===== config.mk =====
export PLATFORM = sky130hd
export DESIGN_NAME = labelled_network_rule_check_top
export DESIGN_NICKNAME = d
export VERILOG_FILES = /design/src/hdl/lnrc_pkg.sv /design/src/hdl/labelled_network_rule_check_top.sv /design/src/hdl/lnrc_ram.sv /design/src/hdl/lnrc_engine.sv
export SDC_FILE = /design/constraint.sdc
export NUM_CORES = 2
export LEC_CHECK = 0
export ABC_AREA = 0
export ABC_CLOCK_PERIOD_IN_PS = 7300
export BUFFER_PORTS_ARGS = -buffer_cell sky130_fd_sc_hd__buf_2
export CAP_MARGIN = 30
export CORE_MARGIN = 2
export CORE_UTILIZATION = 46
export CTS_CLUSTER_DIAMETER = 200
export DETAILED_ROUTE_END_ITERATION = 8
export PLACE_DENSITY = 0.67
export SETUP_SLACK_MARGIN = 0.1
export SLEW_MARGIN = 5
export SYNTH_ARGS = -nofsm -noshare
export SYNTH_HDL_FRONTEND = slang
export SYNTH_SLANG_ARGS = --single-unit

===== constraint.sdc =====
create_clock -name clk_i -period 7.3 [get_ports clk_i]
set_clock_uncertainty 0.1 [all_clocks]
set_input_delay 1.46 -clock clk_i [delete_from_list [all_inputs] [get_ports clk_i]]
set_output_delay 1.46 -clock clk_i [all_outputs]
set_load 0.1 [all_outputs]

===== src/hdl/lnrc_pkg.sv =====
// Package for the labelled network rule check block.
// Types, opcodes, register indexes and sizing constants shared by the
// engine, the top, the checker and the testbench. No dependencies.
package lnrc_pkg;

  // Table size and derived widths
  localparam int RULE_SLOTS = 16;
  localparam int SLOT_W     = (RULE_SLOTS > 1) ? $clog2(RULE_SLOTS) : 1;
  localparam int SLOT_ROWS  = 1 << SLOT_W;
  localparam int SIDE_ROWS  = 2 * SLOT_ROWS;

  // Config register indexes and reset values
  localparam int CFG_IDX_W = 1;
  localparam logic [CFG_IDX_W-1:0] CFG_LABEL_MASK   = 1'b0;
  localparam logic [CFG_IDX_W-1:0] CFG_INVERSE_MASK = 1'b1;
  localparam logic [31:0] LABEL_MASK_RST   = 32'hFFFF_FFFF;
  localparam logic [31:0] INVERSE_MASK_RST = 32'h0000_0000;

  typedef enum logic [1:0] {
    OP_WR_LOCAL   = 2'd0,
    OP_WR_REMOTE  = 2'd1,
    OP_CHK_LOCAL  = 2'd2,
    OP_CHK_REMOTE = 2'd3
  } op_e;

  typedef enum logic [1:0] {
    ST_IDLE,
    ST_SCAN,
    ST_DRAIN,
    ST_DONE
  } eng_state_e;

  typedef struct packed {
    logic [1:0]  operation;
    logic [3:0]  entry_index;
    logic        entry_valid;
    logic [31:0] label;
    logic [31:0] address;
    logic [31:0] address_mask;
    logic [15:0] port_low;
    logic [15:0] port_high;
    logic [15:0] request_port;
  } in_t;

  typedef struct packed {
    logic allowed;
    logic label_restricted;
    logic rule_matched;
  } out_t;

  typedef struct packed {
    logic [31:0] label_match_mask;
    logic [31:0] inverse_flag_mask;
  } cfg_t;

  // One side of a rule row as stored in the side memory
  typedef struct packed {
    logic [31:0] address;
    logic [31:0] mask;
    logic [15:0] port_low;
    logic [15:0] port_high;
  } side_t;

  // Engine to output stage handshake
  typedef struct packed {
    logic valid;
    out_t data;
  } res_t;

endpackage


===== src/hdl/labelled_network_rule_check_top.sv =====
// Top level of the labelled network rule check block.
// Holds the config registers and the result register; depends on lnrc_pkg
// and lnrc_engine.
//
//   channel  direction  handshake              payload
//   in       input      in_valid_i / in_stall_o    lnrc_pkg::in_t
//   out      output     out_valid_o / out_stall_i  lnrc_pkg::out_t
//   cfg      input      cfg_we_i                   cfg_idx_i, cfg_wdata_i
//
// A write goes from idle straight to done in the engine; a check first scans
// all RULE_SLOTS slots, reading one slot per cycle from the label and side
// memories, then a drain state, before done. The result then moves into the
// output register, which holds it while out_stall_i is high and lets the
// engine start the next transaction. in_stall_o is high while the engine is
// busy. Reset clears all slot valid bits at once; no clearing pass.
module labelled_network_rule_check_top (
  input  logic                                clk_i,
  input  logic                                rst_ni,
  input  logic                                in_valid_i,
  output logic                                in_stall_o,
  input  lnrc_pkg::in_t                       in_data_i,
  output logic                                out_valid_o,
  input  logic                                out_stall_i,
  output lnrc_pkg::out_t                      out_data_o,
  input  logic                                cfg_we_i,
  input  logic [lnrc_pkg::CFG_IDX_W-1:0]      cfg_idx_i,
  input  logic [31:0]                         cfg_wdata_i
);

  lnrc_pkg::cfg_t cfg_q;
  lnrc_pkg::res_t res;
  lnrc_pkg::out_t out_q;
  logic           out_valid_q;
  logic           eng_ready;
  logic           out_free;

  // Config register writes
  always_ff @(posedge clk_i or negedge rst_ni) begin
    if (!rst_ni) begin
      cfg_q.label_match_mask  <= lnrc_pkg::LABEL_MASK_RST;
      cfg_q.inverse_flag_mask <= lnrc_pkg::INVERSE_MASK_RST;
    end else if (cfg_we_i) begin
      unique case (cfg_idx_i)
        lnrc_pkg::CFG_LABEL_MASK:   cfg_q.label_match_mask  <= cfg_wdata_i;
        lnrc_pkg::CFG_INVERSE_MASK: cfg_q.inverse_flag_mask <= cfg_wdata_i;
      endcase
    end
  end

  lnrc_engine u_engine (
    .clk_i       (clk_i),
    .rst_ni      (rst_ni),
    .cfg_i       (cfg_q),
    .req_valid_i (in_valid_i),
    .req_ready_o (eng_ready),
    .req_i       (in_data_i),
    .res_o       (res),
    .res_ready_i (out_free)
  );

  assign in_stall_o = !eng_ready;

  // Output register: free when empty or being taken this cycle
  assign out_free = !out_valid_q || !out_stall_i;

  always_ff @(posedge clk_i or negedge rst_ni) begin
    if (!rst_ni) begin
      out_valid_q <= 1'b0;
    end else if (out_free) begin
      out_valid_q <= res.valid;
    end
  end

  always_ff @(posedge clk_i) begin
    if (out_free && res.valid) begin
      out_q <= res.data;
    end
  end

  assign out_valid_o = out_valid_q;
  assign out_data_o  = out_q;

endmodule


===== src/hdl/lnrc_ram.sv =====
// Generic simple dual-port RAM: one write port, one registered read port.
// Read data is registered, so it appears in the cycle after the address. No dependencies.
module lnrc_ram #(
  parameter int WIDTH = 32,
  parameter int DEPTH = 16,
  localparam int AW = (DEPTH > 1) ? $clog2(DEPTH) : 1
) (
  input  logic             clk_i,
  input  logic             we_i,
  input  logic [AW-1:0]    waddr_i,
  input  logic [WIDTH-1:0] wdata_i,
  input  logic [AW-1:0]    raddr_i,
  output logic [WIDTH-1:0] rdata_o
);

  logic [WIDTH-1:0] mem_q [DEPTH];
  logic [WIDTH-1:0] rdata_q;

  always_ff @(posedge clk_i) begin
    if (we_i) begin
      mem_q[waddr_i] <= wdata_i;
    end
  end

  always_ff @(posedge clk_i) begin
    rdata_q <= mem_q[raddr_i];
  end

  assign rdata_o = rdata_q;

endmodule


===== src/hdl/lnrc_engine.sv =====
// Rule table engine: label and side memories, slot valid bits and the
// sequencer that writes a row or scans all slots for a check.
// Depends on lnrc_pkg and lnrc_ram.
module lnrc_engine (
  input  logic              clk_i,
  input  logic              rst_ni,
  input  lnrc_pkg::cfg_t    cfg_i,
  input  logic              req_valid_i,
  output logic              req_ready_o,
  input  lnrc_pkg::in_t     req_i,
  output lnrc_pkg::res_t    res_o,
  input  logic              res_ready_i
);

  lnrc_pkg::eng_state_e state_q, state_d;

  logic [lnrc_pkg::SLOT_W-1:0]     cnt_q, cnt_d;
  logic [lnrc_pkg::SLOT_W-1:0]     pidx_q;
  logic                            pend_q;
  logic                            restr_q, restr_d;
  logic                            match_q, match_d;
  logic                            is_wr_q;
  lnrc_pkg::in_t                   req_q;
  logic [lnrc_pkg::RULE_SLOTS-1:0] slot_valid_q;

  logic                            accept;
  logic                            in_is_wr;
  logic                            wr_en;
  logic [lnrc_pkg::SLOT_W-1:0]     wr_slot;
  logic                            wr_side;
  logic                            rd_side;
  logic [31:0]                     lbl_rd;
  lnrc_pkg::side_t                 side_rd;
  lnrc_pkg::side_t                 side_wr;
  logic                            label_hit;
  logic                            side_hit;
  logic                            inverse;

  // Decode the incoming transaction
  assign accept   = req_valid_i && req_ready_o;
  assign in_is_wr = (req_i.operation == lnrc_pkg::OP_WR_LOCAL) ||
                    (req_i.operation == lnrc_pkg::OP_WR_REMOTE);
  assign wr_en    = accept && in_is_wr &&
                    (32'(req_i.entry_index) < lnrc_pkg::RULE_SLOTS);
  assign wr_slot  = lnrc_pkg::SLOT_W'(req_i.entry_index);
  assign wr_side  = (req_i.operation == lnrc_pkg::OP_WR_REMOTE);
  assign rd_side  = (req_q.operation == lnrc_pkg::OP_CHK_REMOTE);

  assign side_wr.address   = req_i.address;
  assign side_wr.mask      = req_i.address_mask;
  assign side_wr.port_low  = req_i.port_low;
  assign side_wr.port_high = req_i.port_high;

  // Label memory, one row per slot
  lnrc_ram #(
    .WIDTH (32),
    .DEPTH (lnrc_pkg::SLOT_ROWS)
  ) u_label_ram (
    .clk_i   (clk_i),
    .we_i    (wr_en),
    .waddr_i (wr_slot),
    .wdata_i (req_i.label),
    .raddr_i (cnt_q),
    .rdata_o (lbl_rd)
  );

  // Side memory, addressed by {remote side, slot}
  lnrc_ram #(
    .WIDTH ($bits(lnrc_pkg::side_t)),
    .DEPTH (lnrc_pkg::SIDE_ROWS)
  ) u_side_ram (
    .clk_i   (clk_i),
    .we_i    (wr_en),
    .waddr_i ({wr_side, wr_slot}),
    .wdata_i (side_wr),
    .raddr_i ({rd_side, cnt_q}),
    .rdata_o (side_rd)
  );

  // Compare the slot whose row came back this cycle
  assign label_hit = slot_valid_q[pidx_q] &&
                     ((lbl_rd & cfg_i.label_match_mask) ==
                      (req_q.label & cfg_i.label_match_mask));
  assign side_hit  = (((req_q.address ^ side_rd.address) & side_rd.mask) == 32'd0) &&
                     (req_q.request_port >= side_rd.port_low) &&
                     (req_q.request_port <= side_rd.port_high);
  assign inverse   = |(req_q.label & cfg_i.inverse_flag_mask);

  // Next state, scan counter, accumulators and result
  always_comb begin
    state_d     = state_q;
    cnt_d       = cnt_q;
    restr_d     = restr_q;
    match_d     = match_q;
    req_ready_o = 1'b0;
    res_o       = '0;
    if (pend_q) begin
      restr_d = restr_q || label_hit;
      match_d = match_q || (label_hit && side_hit);
    end
    unique case (state_q)
      lnrc_pkg::ST_IDLE: begin
        req_ready_o = 1'b1;
        if (req_valid_i) begin
          cnt_d   = '0;
          restr_d = 1'b0;
          match_d = 1'b0;
          state_d = in_is_wr ? lnrc_pkg::ST_DONE : lnrc_pkg::ST_SCAN;
        end
      end
      lnrc_pkg::ST_SCAN: begin
        if (cnt_q == lnrc_pkg::SLOT_W'(lnrc_pkg::RULE_SLOTS - 1)) begin
          state_d = lnrc_pkg::ST_DRAIN;
        end else begin
          cnt_d = cnt_q + 1'b1;
        end
      end
      lnrc_pkg::ST_DRAIN: begin
        state_d = lnrc_pkg::ST_DONE;
      end
      lnrc_pkg::ST_DONE: begin
        res_o.valid = 1'b1;
        if (!is_wr_q) begin
          res_o.data.label_restricted = restr_q;
          res_o.data.rule_matched     = match_q;
          res_o.data.allowed          = restr_q ? (match_q ^ inverse) : 1'b1;
        end
        if (res_ready_i) begin
          state_d = lnrc_pkg::ST_IDLE;
        end
      end
      default: state_d = lnrc_pkg::ST_IDLE;
    endcase
  end

  // Control registers
  always_ff @(posedge clk_i or negedge rst_ni) begin
    if (!rst_ni) begin
      state_q      <= lnrc_pkg::ST_IDLE;
      cnt_q        <= '0;
      pend_q       <= 1'b0;
      restr_q      <= 1'b0;
      match_q      <= 1'b0;
      slot_valid_q <= '0;
    end else begin
      state_q <= state_d;
      cnt_q   <= cnt_d;
      pend_q  <= (state_q == lnrc_pkg::ST_SCAN);
      restr_q <= restr_d;
      match_q <= match_d;
      if (wr_en) begin
        slot_valid_q[wr_slot] <= req_i.entry_valid;
      end
    end
  end

  // Held transaction and pending read index
  always_ff @(posedge clk_i) begin
    pidx_q <= cnt_q;
    if (accept) begin
      req_q   <= req_i;
      is_wr_q <= in_is_wr;
    end
  end

`ifndef ASSERT_OFF
  // The scan steps one slot per cycle until it reaches the last slot
  a_scan_step: assert property (@(posedge clk_i) disable iff (!rst_ni)
    (state_q == lnrc_pkg::ST_SCAN) |=>
      ((state_q == lnrc_pkg::ST_SCAN) && (cnt_q == $past(cnt_q) + 1'b1)) ||
      (state_q == lnrc_pkg::ST_DRAIN))
    else $error("scan counter skipped or scan left early");

  // A compare only happens on data read during the scan
  a_pend_src: assert property (@(posedge clk_i) disable iff (!rst_ni)
    pend_q |-> $past(state_q == lnrc_pkg::ST_SCAN))
    else $error("compare outside of scan");

  // An accepted write goes straight to its result
  a_wr_done: assert property (@(posedge clk_i) disable iff (!rst_ni)
    (accept && in_is_wr) |=> (state_q == lnrc_pkg::ST_DONE))
    else $error("write did not complete in one cycle");

  // An unrestricted check is always allowed
  a_unrestr: assert property (@(posedge clk_i) disable iff (!rst_ni)
    (res_o.valid && !is_wr_q && !res_o.data.label_restricted) |-> res_o.data.allowed)
    else $error("unrestricted label denied");
`endif

endmodule


# Word-level counts from Yosys, hierarchy flattened
# Memories as Yosys holds them, arrays and structs flattened. A register that Yosys moved wholly into a read port is not among the register bits.
# Index checks and enable logic that the tools add are counted.
[totals] register_bits=180 ramBits=3584 inputBits=189 output_inout_bits=5 wordCells=95 n_memories=2
[op_classes] addsub=1 magnitude_cmp=5 n_eq_ne=11 n_mux=25 n_bitwise=8 n_reduce_logical=25
[mem_list] name="u_engine.u_side_ram.mem_q" depth=32 width=96 rd=1 rd_ports_with_merged_regs=1 write_ports=1 line="lnrc_ram.sv:16" source="logic [WIDTH-1:0] mem_q [DEPTH];"
[mem_list] name="u_engine.u_label_ram.mem_q" depth=16 width=32 rd=1 rd_ports_with_merged_regs=1 write_ports=1 line="lnrc_ram.sv:16"
[op_table] cell="32-bit AND" n=4
[op_table] cell="32-bit equality test" n=1
[op_table] cell="32-bit logical NOT" n=1
[op_table] cell="32-bit OR reduction" n=1
[op_table] cell="32-bit XOR" n=1
[op_table] cell="16-bit bitwise mux" n=1
[op_table] cell="16-bit greater-or-equal comparator" n=1
[op_table] cell="16-bit <= comparator" n=1
[op_table] cell="1-bit 2-to-1 mux" n=12
[op_table] cell="4-bit 2-to-1 mux" n=3
[op_table] cell="4-bit by 5-bit less-than comparator with 1-bit output (second input constant)" n=2
[op_table] cell="1-bit logical AND" n=8
[op_table] cell="2-bit 2-to-1 mux" n=4
[op_table] cell="2-bit one-hot mux with 4 select lines" n=1
[op_table] cell="4-bit one-hot mux with 2 select lines" n=1
[op_table] cell="2-bit equality test (second input constant)" n=3
[op_table] cell="2-bit != test (second input constant)" n=3
[op_table] cell="3-bit AND reduction" n=2
[op_table] cell="4-bit by 1-bit adder with 4-bit output (second input constant)" n=1
[op_table] cell="1-bit binary-select mux with 4-bit select" n=1
[op_table] cell="1-bit demux with 4-bit select" n=1
[op_table] cell="2-bit by 1-bit equality test with 1-bit output (second input constant)" n=2
[op_table] cell="4-bit equality test (second input constant)" n=1
[op_table] cell="4-bit by 1-bit greater-or-equal comparator with 1-bit output (second input constant)" n=1
[op_table] cell="10 further kinds" n=18

# Longest topological paths before layout
[logic_depth] depth_word=10 ltp_mapped=8

# Cells and area by module
# A second synthesis with hierarchy kept.
[unflattened] cells_unflattened=7042 hier_area_um2=146799.5
[modules_own_cells] module="lnrc_ram (u_engine.u_side_ram)" n_inst=1 cells_per_inst=5604 area_each_um2=118553.7 seq_area_each_um2=94170.3
[modules_own_cells] module="lnrc_ram (u_engine.u_label_ram)" n_inst=1 cells_per_inst=838 area_each_um2=19854.0 seq_area_each_um2=16015.4
[modules_own_cells] module="lnrc_engine" n_inst=1 cells_per_inst=455 area_each_um2=5790.6 seq_area_each_um2=3198.1
[modules_own_cells] module="labelled_network_rule_check_top" n_inst=1 cells_per_inst=145 area_each_um2=2601.2 seq_area_each_um2=1756.7

# Worst setup path before layout
# No wires, ideal clock.
[synth_timing] kind="input to register" from="input in_valid_i" to="memory u_engine.u_side_ram.mem_q[13][0] in the netlist's numbering (enable)" setup_time_ns=0.552 arrival_time_ns=6.276 required_time_ns=6.648 slack_ns=0.372 stages=4 n_path_buf=0 path_cell_list="nand2_1 > nor4b_1 > nand3_1 > nor2_1"
[synth_via] elab_chain_len=4
[synth_lines] item="start, declared" line="labelled_network_rule_check_top.sv:19" source="input logic in_valid_i,"
[synth_lines] item="1-bit logical AND" line="lnrc_engine.sv:40" source="assign accept = req_valid_i && req_ready_o;"
[synth_lines] item="1-bit logical AND" line="lnrc_engine.sv:43" source="assign wr_en = accept && in_is_wr &&"
[synth_lines] item="1-bit 2-to-1 mux" line="lnrc_ram.sv:20" source="if (we_i) begin"
[synth_lines] item="1-bit 2-to-1 mux (not written as such)" line="lnrc_ram.sv:21" source="mem_q[waddr_i] <= wdata_i;"
[synth_lines] item="end, declared" line="lnrc_ram.sv:16"
# No other way between the ends.

# Final worst setup path
[layout_timing] from="register u_engine.state_q[0]" to="memory u_engine.u_side_ram.mem_q[25][45] in the netlist's numbering (enable)"
[layout_via] elab_chain_len=6
[layout_lines] item="start, declared" line="lnrc_engine.sv:15" source="lnrc_pkg::eng_state_e state_q, state_d;"
[layout_lines] item="start signal, assigned" line="lnrc_engine.sv:139" source="state_q <= lnrc_pkg::ST_IDLE;"
[layout_lines] item="start signal, assigned" line="lnrc_engine.sv:146" source="state_q <= state_d;"
[layout_lines] item="2-bit logical NOT" line="lnrc_engine.sv:101" source="unique case (state_q)"
[layout_lines] item="1-bit 2-to-1 mux" line="lnrc_engine.sv:101"
[layout_lines] item="1-bit logical AND" line="lnrc_engine.sv:40"
[layout_lines] item="1-bit logical AND" line="lnrc_engine.sv:43"
[layout_lines] item="1-bit 2-to-1 mux" line="lnrc_ram.sv:20"
[layout_lines] item="1-bit 2-to-1 mux (not written as such)" line="lnrc_ram.sv:21"
# No other way between the ends.

==> metrics.md <==
| Metric | Value |
|---|---|
| Initial DRC count | `7872` |
| Post-route clock period utilization | `0.605` |
| Worst Hold Class | `register to register` |
| Non-filler cells, final | `10800` |
| Hold_sp | `u_engine.slot_valid_q[10]$_DFFE_PN0P_` |
| Vias in the first global route | `roughly 67000` |
| Ys Warns | `0` |
| Outcome | `completed` |
| Hold depth | `1` |
| Cts repair resizes | `0` |
| HPWL Detailed | `approximately 190000 um` |
| Unrepaired setup endpoints after global routing | `false` |
| Final Max Tran Viols | `0` |
| Remaining antenna violation count | `0` |
| Pwr/cell area | `352 nW/um2` |
| Cells after Synth | `approximately 5800` |
| Clock root buffer | `clkbuf_16` |
| WHS Endpoint | `u_engine.slot_valid_q[10]$_DFFE_PN0P_` |
| Critical path's largest stage delay | `between 800 and 900 ps` |
| First-pass GRT wire length | `487000 um` |
| P_leak | `between 50 and 60 nW` |
| Vias | `about 65000` |
| Clock sink count | `between 3000 and 4000` |
| Share of layout cells above drive strength 1 | `0.350` |
| MaxCap Viol Count | `0` |
| Router iterations before antenna repair | `6` |
| CTS tree | `yes` |
| Worst-Margin Slew | `~1300 ps` |
| Synth cell types | `43` |
| Area of the multi-input gates | `29800 um2` |
| Post-synth EDFFs | `about 3700` |
| Commonest non-fill, non-tap cells in the layout | `3670 x edfxtp_1, 1124 x mux4_2, 392 x clkbuf_16` |
| Die width | `568 um` |
| Hold-fix buffers at CTS | `0` |
| Flop2flop setup slack | `2890 ps` |
| Setup violators final | `0` |
| Vias/cell | `about 6.0` |
| Post-CTS setup buffer count | `0` |
| Gr usage total | `0.209` |
| Post-Route WL | `between 300000 and 400000 um` |
| Reg2reg path depth | `7` |
| Die height | `568 um` |
| Fmax | `roughly 230 MHz` |
| Relative slew slack | `0.162` |
| Worst path bufs/invs | `2` |
| Pwr Total | `slightly below 60 mW` |
| Port Buffers | `193` |
| CTS buffer count | `approximately 380` |
| Clock buffer depth | `4` |
| Register Area | `~120000 um2` |
| Final Hold Fails | `0` |
| Main synth FF type | `edfxtp_1` |
| Post-layout min period | `roughly 4400 ps` |
| CP Launch Type | `register` |
| Synthesis-stage register bit count | `~3900` |
| Antenna violations before repair | `36` |
| RR Endpoint | `u_engine.u_side_ram.mem_q[25][45]$_DFFE_PP_` |
| WP data required | `7750 ps` |
| Worst-path clk slew | `~60 ps` |
| Later-pin clock latency in the skew report | `around 940 ps` |
| Reg2Reg Launch Point | `u_engine.state_q[0]$_DFFE_PN0P_` |
| Mean post-synth cell area | `25.0 um2` |
| Post-Syn Nets | `~6000` |
| CP dominant cell by count | `nand2_1` |
| Core Area | `315000 um2` |
| Remaining DRCs | `0` |
| Critical path launch point | `u_engine.state_q[0]$_DFFE_PN0P_` |
| Post-Synthesis Cell Area | `~150000 um2` |
| Arrival time worst endpoint | `just under 5000 ps` |
| CP top delay family | `simple AND/OR/NAND/NOR gates` |
| Crit path capture type | `register` |
| Cells after DPL | `10100` |
| Worst path slowest cell | `nor2_4` |
| Setup_tns | `0 ps` |
| Asr flop ratio synth | `0.0231` |
| Pin count of the biggest net entering global routing | `roughly 160` |
| # nets final | `~6500` |
| Register area share after synthesis | `0.788` |
| # IOs | `194` |
| GRT overflow | `0` |
| Worst-path maximum fanout | `29` |
| Peak VDD IR | `about 0.00042 V` |
| Fillers | `approximately 23000` |
| Std cell rows | `roughly 210` |
| Gp weighted congestion | `0.825` |
| Htree depth | `5` |
| Layout area overhead | `13.9%` |
| Starting density of the core | `0.463` |
| DR WL/cell | `approximately 31 um` |
| Critical-path cell list | `inv_1 > ha_1 > nand2_1 > nor4b_1 > nand2_1 > nor2_4 > buf_4` |
| Most common cell after layout, fill and taps aside | `edfxtp_1` |
| Total die area | `about 320000 um2` |
| Crit Path Class | `register to register` |
registers in the layout, indices dropped and copies added (netlist names), 16 cells and up:
name and count:
u_engine.u_side_ram.mem_q 3072, u_engine.u_label_ram.mem_q 512, u_engine.u_side_ram.rdata_o 96, u_engine.req_q 82, cfg_q 64, u_engine.u_label_ram.rdata_o 32, u_engine.slot_valid_q 16
cell type report:
class	count	share of cell area
clock inverter	215	0.0138
clock buffer	504	0.0630
multi-input combinational	1618	0.179
tap	4160	0.0313
antenna	10	0.000150
sequential	3892	0.692
inverter	56	0.00128
timing repair buffer	363	0.0196
cell usage after synthesis, types with 2 or more instances:
| library cell | n | share of area |
|---|---|---|
| edfxtp_1 | 3670 | 0.75 |
| mux4_2 | 1124 | 0.17 |
| mux2_2 | 176 | 0.014 |
| dfxtp_1 | 132 | 0.018 |
| clkbuf_1 | 130 | 0.0033 |
| buf_2 | 72 | 0.0025 |
| xor2_1 | 64 | 0.0038 |
| dfrtp_1 | 58 | 0.0099 |
| inv_1 | 56 | 0.0014 |
| nor2_1 | 43 | 0.0011 |
| ha_1 | 37 | 0.0032 |
| a22oi_1 | 36 | 0.0018 |
| buf_1 | 36 | 0.00092 |
| dfstp_2 | 32 | 0.0058 |
| buf_4 | 31 | 0.0016 |
| nand2_1 | 30 | 0.00077 |
| nand4_1 | 19 | 0.00081 |
| a21oi_1 | 13 | 0.00045 |
| a21o_1 | 10 | 0.00051 |
| nand3_1 | 10 | 0.00034 |
| o21ai_0 | 8 | 0.00027 |
| nor2b_1 | 7 | 0.00030 |
| a22o_1 | 5 | 0.00030 |
| a221oi_1 | 4 | 0.00024 |
| buf_6 | 4 | 0.00031 |
| a211oi_1 | 3 | 0.00015 |
| mux2i_1 | 3 | 0.00021 |
| nand2b_1 | 3 | 0.00013 |
| nor4_1 | 3 | 0.00013 |
| o211ai_1 | 3 | 0.00015 |
| and3_1 | 2 | 0.000086 |
| nor3_1 | 2 | 0.000068 |
| o22ai_1 | 2 | 0.000086 |
| o31ai_1 | 2 | 0.00010 |
worst register-to-register path, delay by kind of cell (launching register included):
kind / cells / cell delay [ps]
and+or+nand+nor: 4 / 2330
DFF: 1 / 400
adders and majority gates: 1 / 400
buffers and inverters: 2 / 770
how the worst max path moves through the flow:
stage / to / slack (ps) / cells after the start
final: u_engine.u_side_ram.mem_q[25][45]$_DFFE_PP_ / 2890 / 7
after global routing: u_engine.u_side_ram.mem_q[25][45]$_DFFE_PP_ / 2740 / 7
after CTS: u_engine.u_side_ram.mem_q[25][71]$_DFFE_PP_ / 2920 / 7
after detailed placement: u_engine.u_side_ram.mem_q[25][40]$_DFFE_PP_ / 2290 / 6
after global placement: u_engine.u_side_ram.mem_q[21][9]$_DFFE_PP_ / 2230 / 6
after floorplan: u_engine.u_side_ram.mem_q[13][0]$_DFFE_PP_ / 370 / 4
where the power goes:
part | total [mW] | internal (mW) | switching [mW]
sequential | 25.9 | 25.2 | 0.709
clock | 19.7 | 11.3 | 8.43
combinational | 12.9 | 6.56 | 6.36
total | 58.5 | 43.0 | 15.5
layer usage:
layer / wire length, um / GRT usage / vias to the layer above
met3: 26400 / 0.0366 / 469
met4: 6930 / 0.0466 / 24
li1: - / - / 26200
met2: 168000 / 0.341 / 2758
met1: 138000 / 0.298 / 35900
met5: 153 / 0 / -
through the flow:
stage          cell area, um2  hold slack [ps]   util  worst slack [ps]
3_5_place_dp           153000              393  0.486              2290
5_1_grt                166000              419  0.528              2740
3_3_place_gp           153000              385  0.485              2230
4_1_cts                166000              388  0.527              2920
6_report               166000              407  0.528              2890
2_1_floorplan          146000              242      -               372
logic make-up (layout without fill, tap and decap cells):
group,after synthesis,after routing,share of synthesized area
muxes,1303,1303,0.187
AOI/OAI and AO/OA,92,92,0.00448
and+or+nand+nor,121,121,0.00385
DFF,3892,3892,0.788
adders and majority gates,37,37,0.00317
other,0,10,0
buffers and inverters,329,1138,0.0101
xor gates and xnor gates,65,65,0.00389
Power figures use the tool's default switching activity.
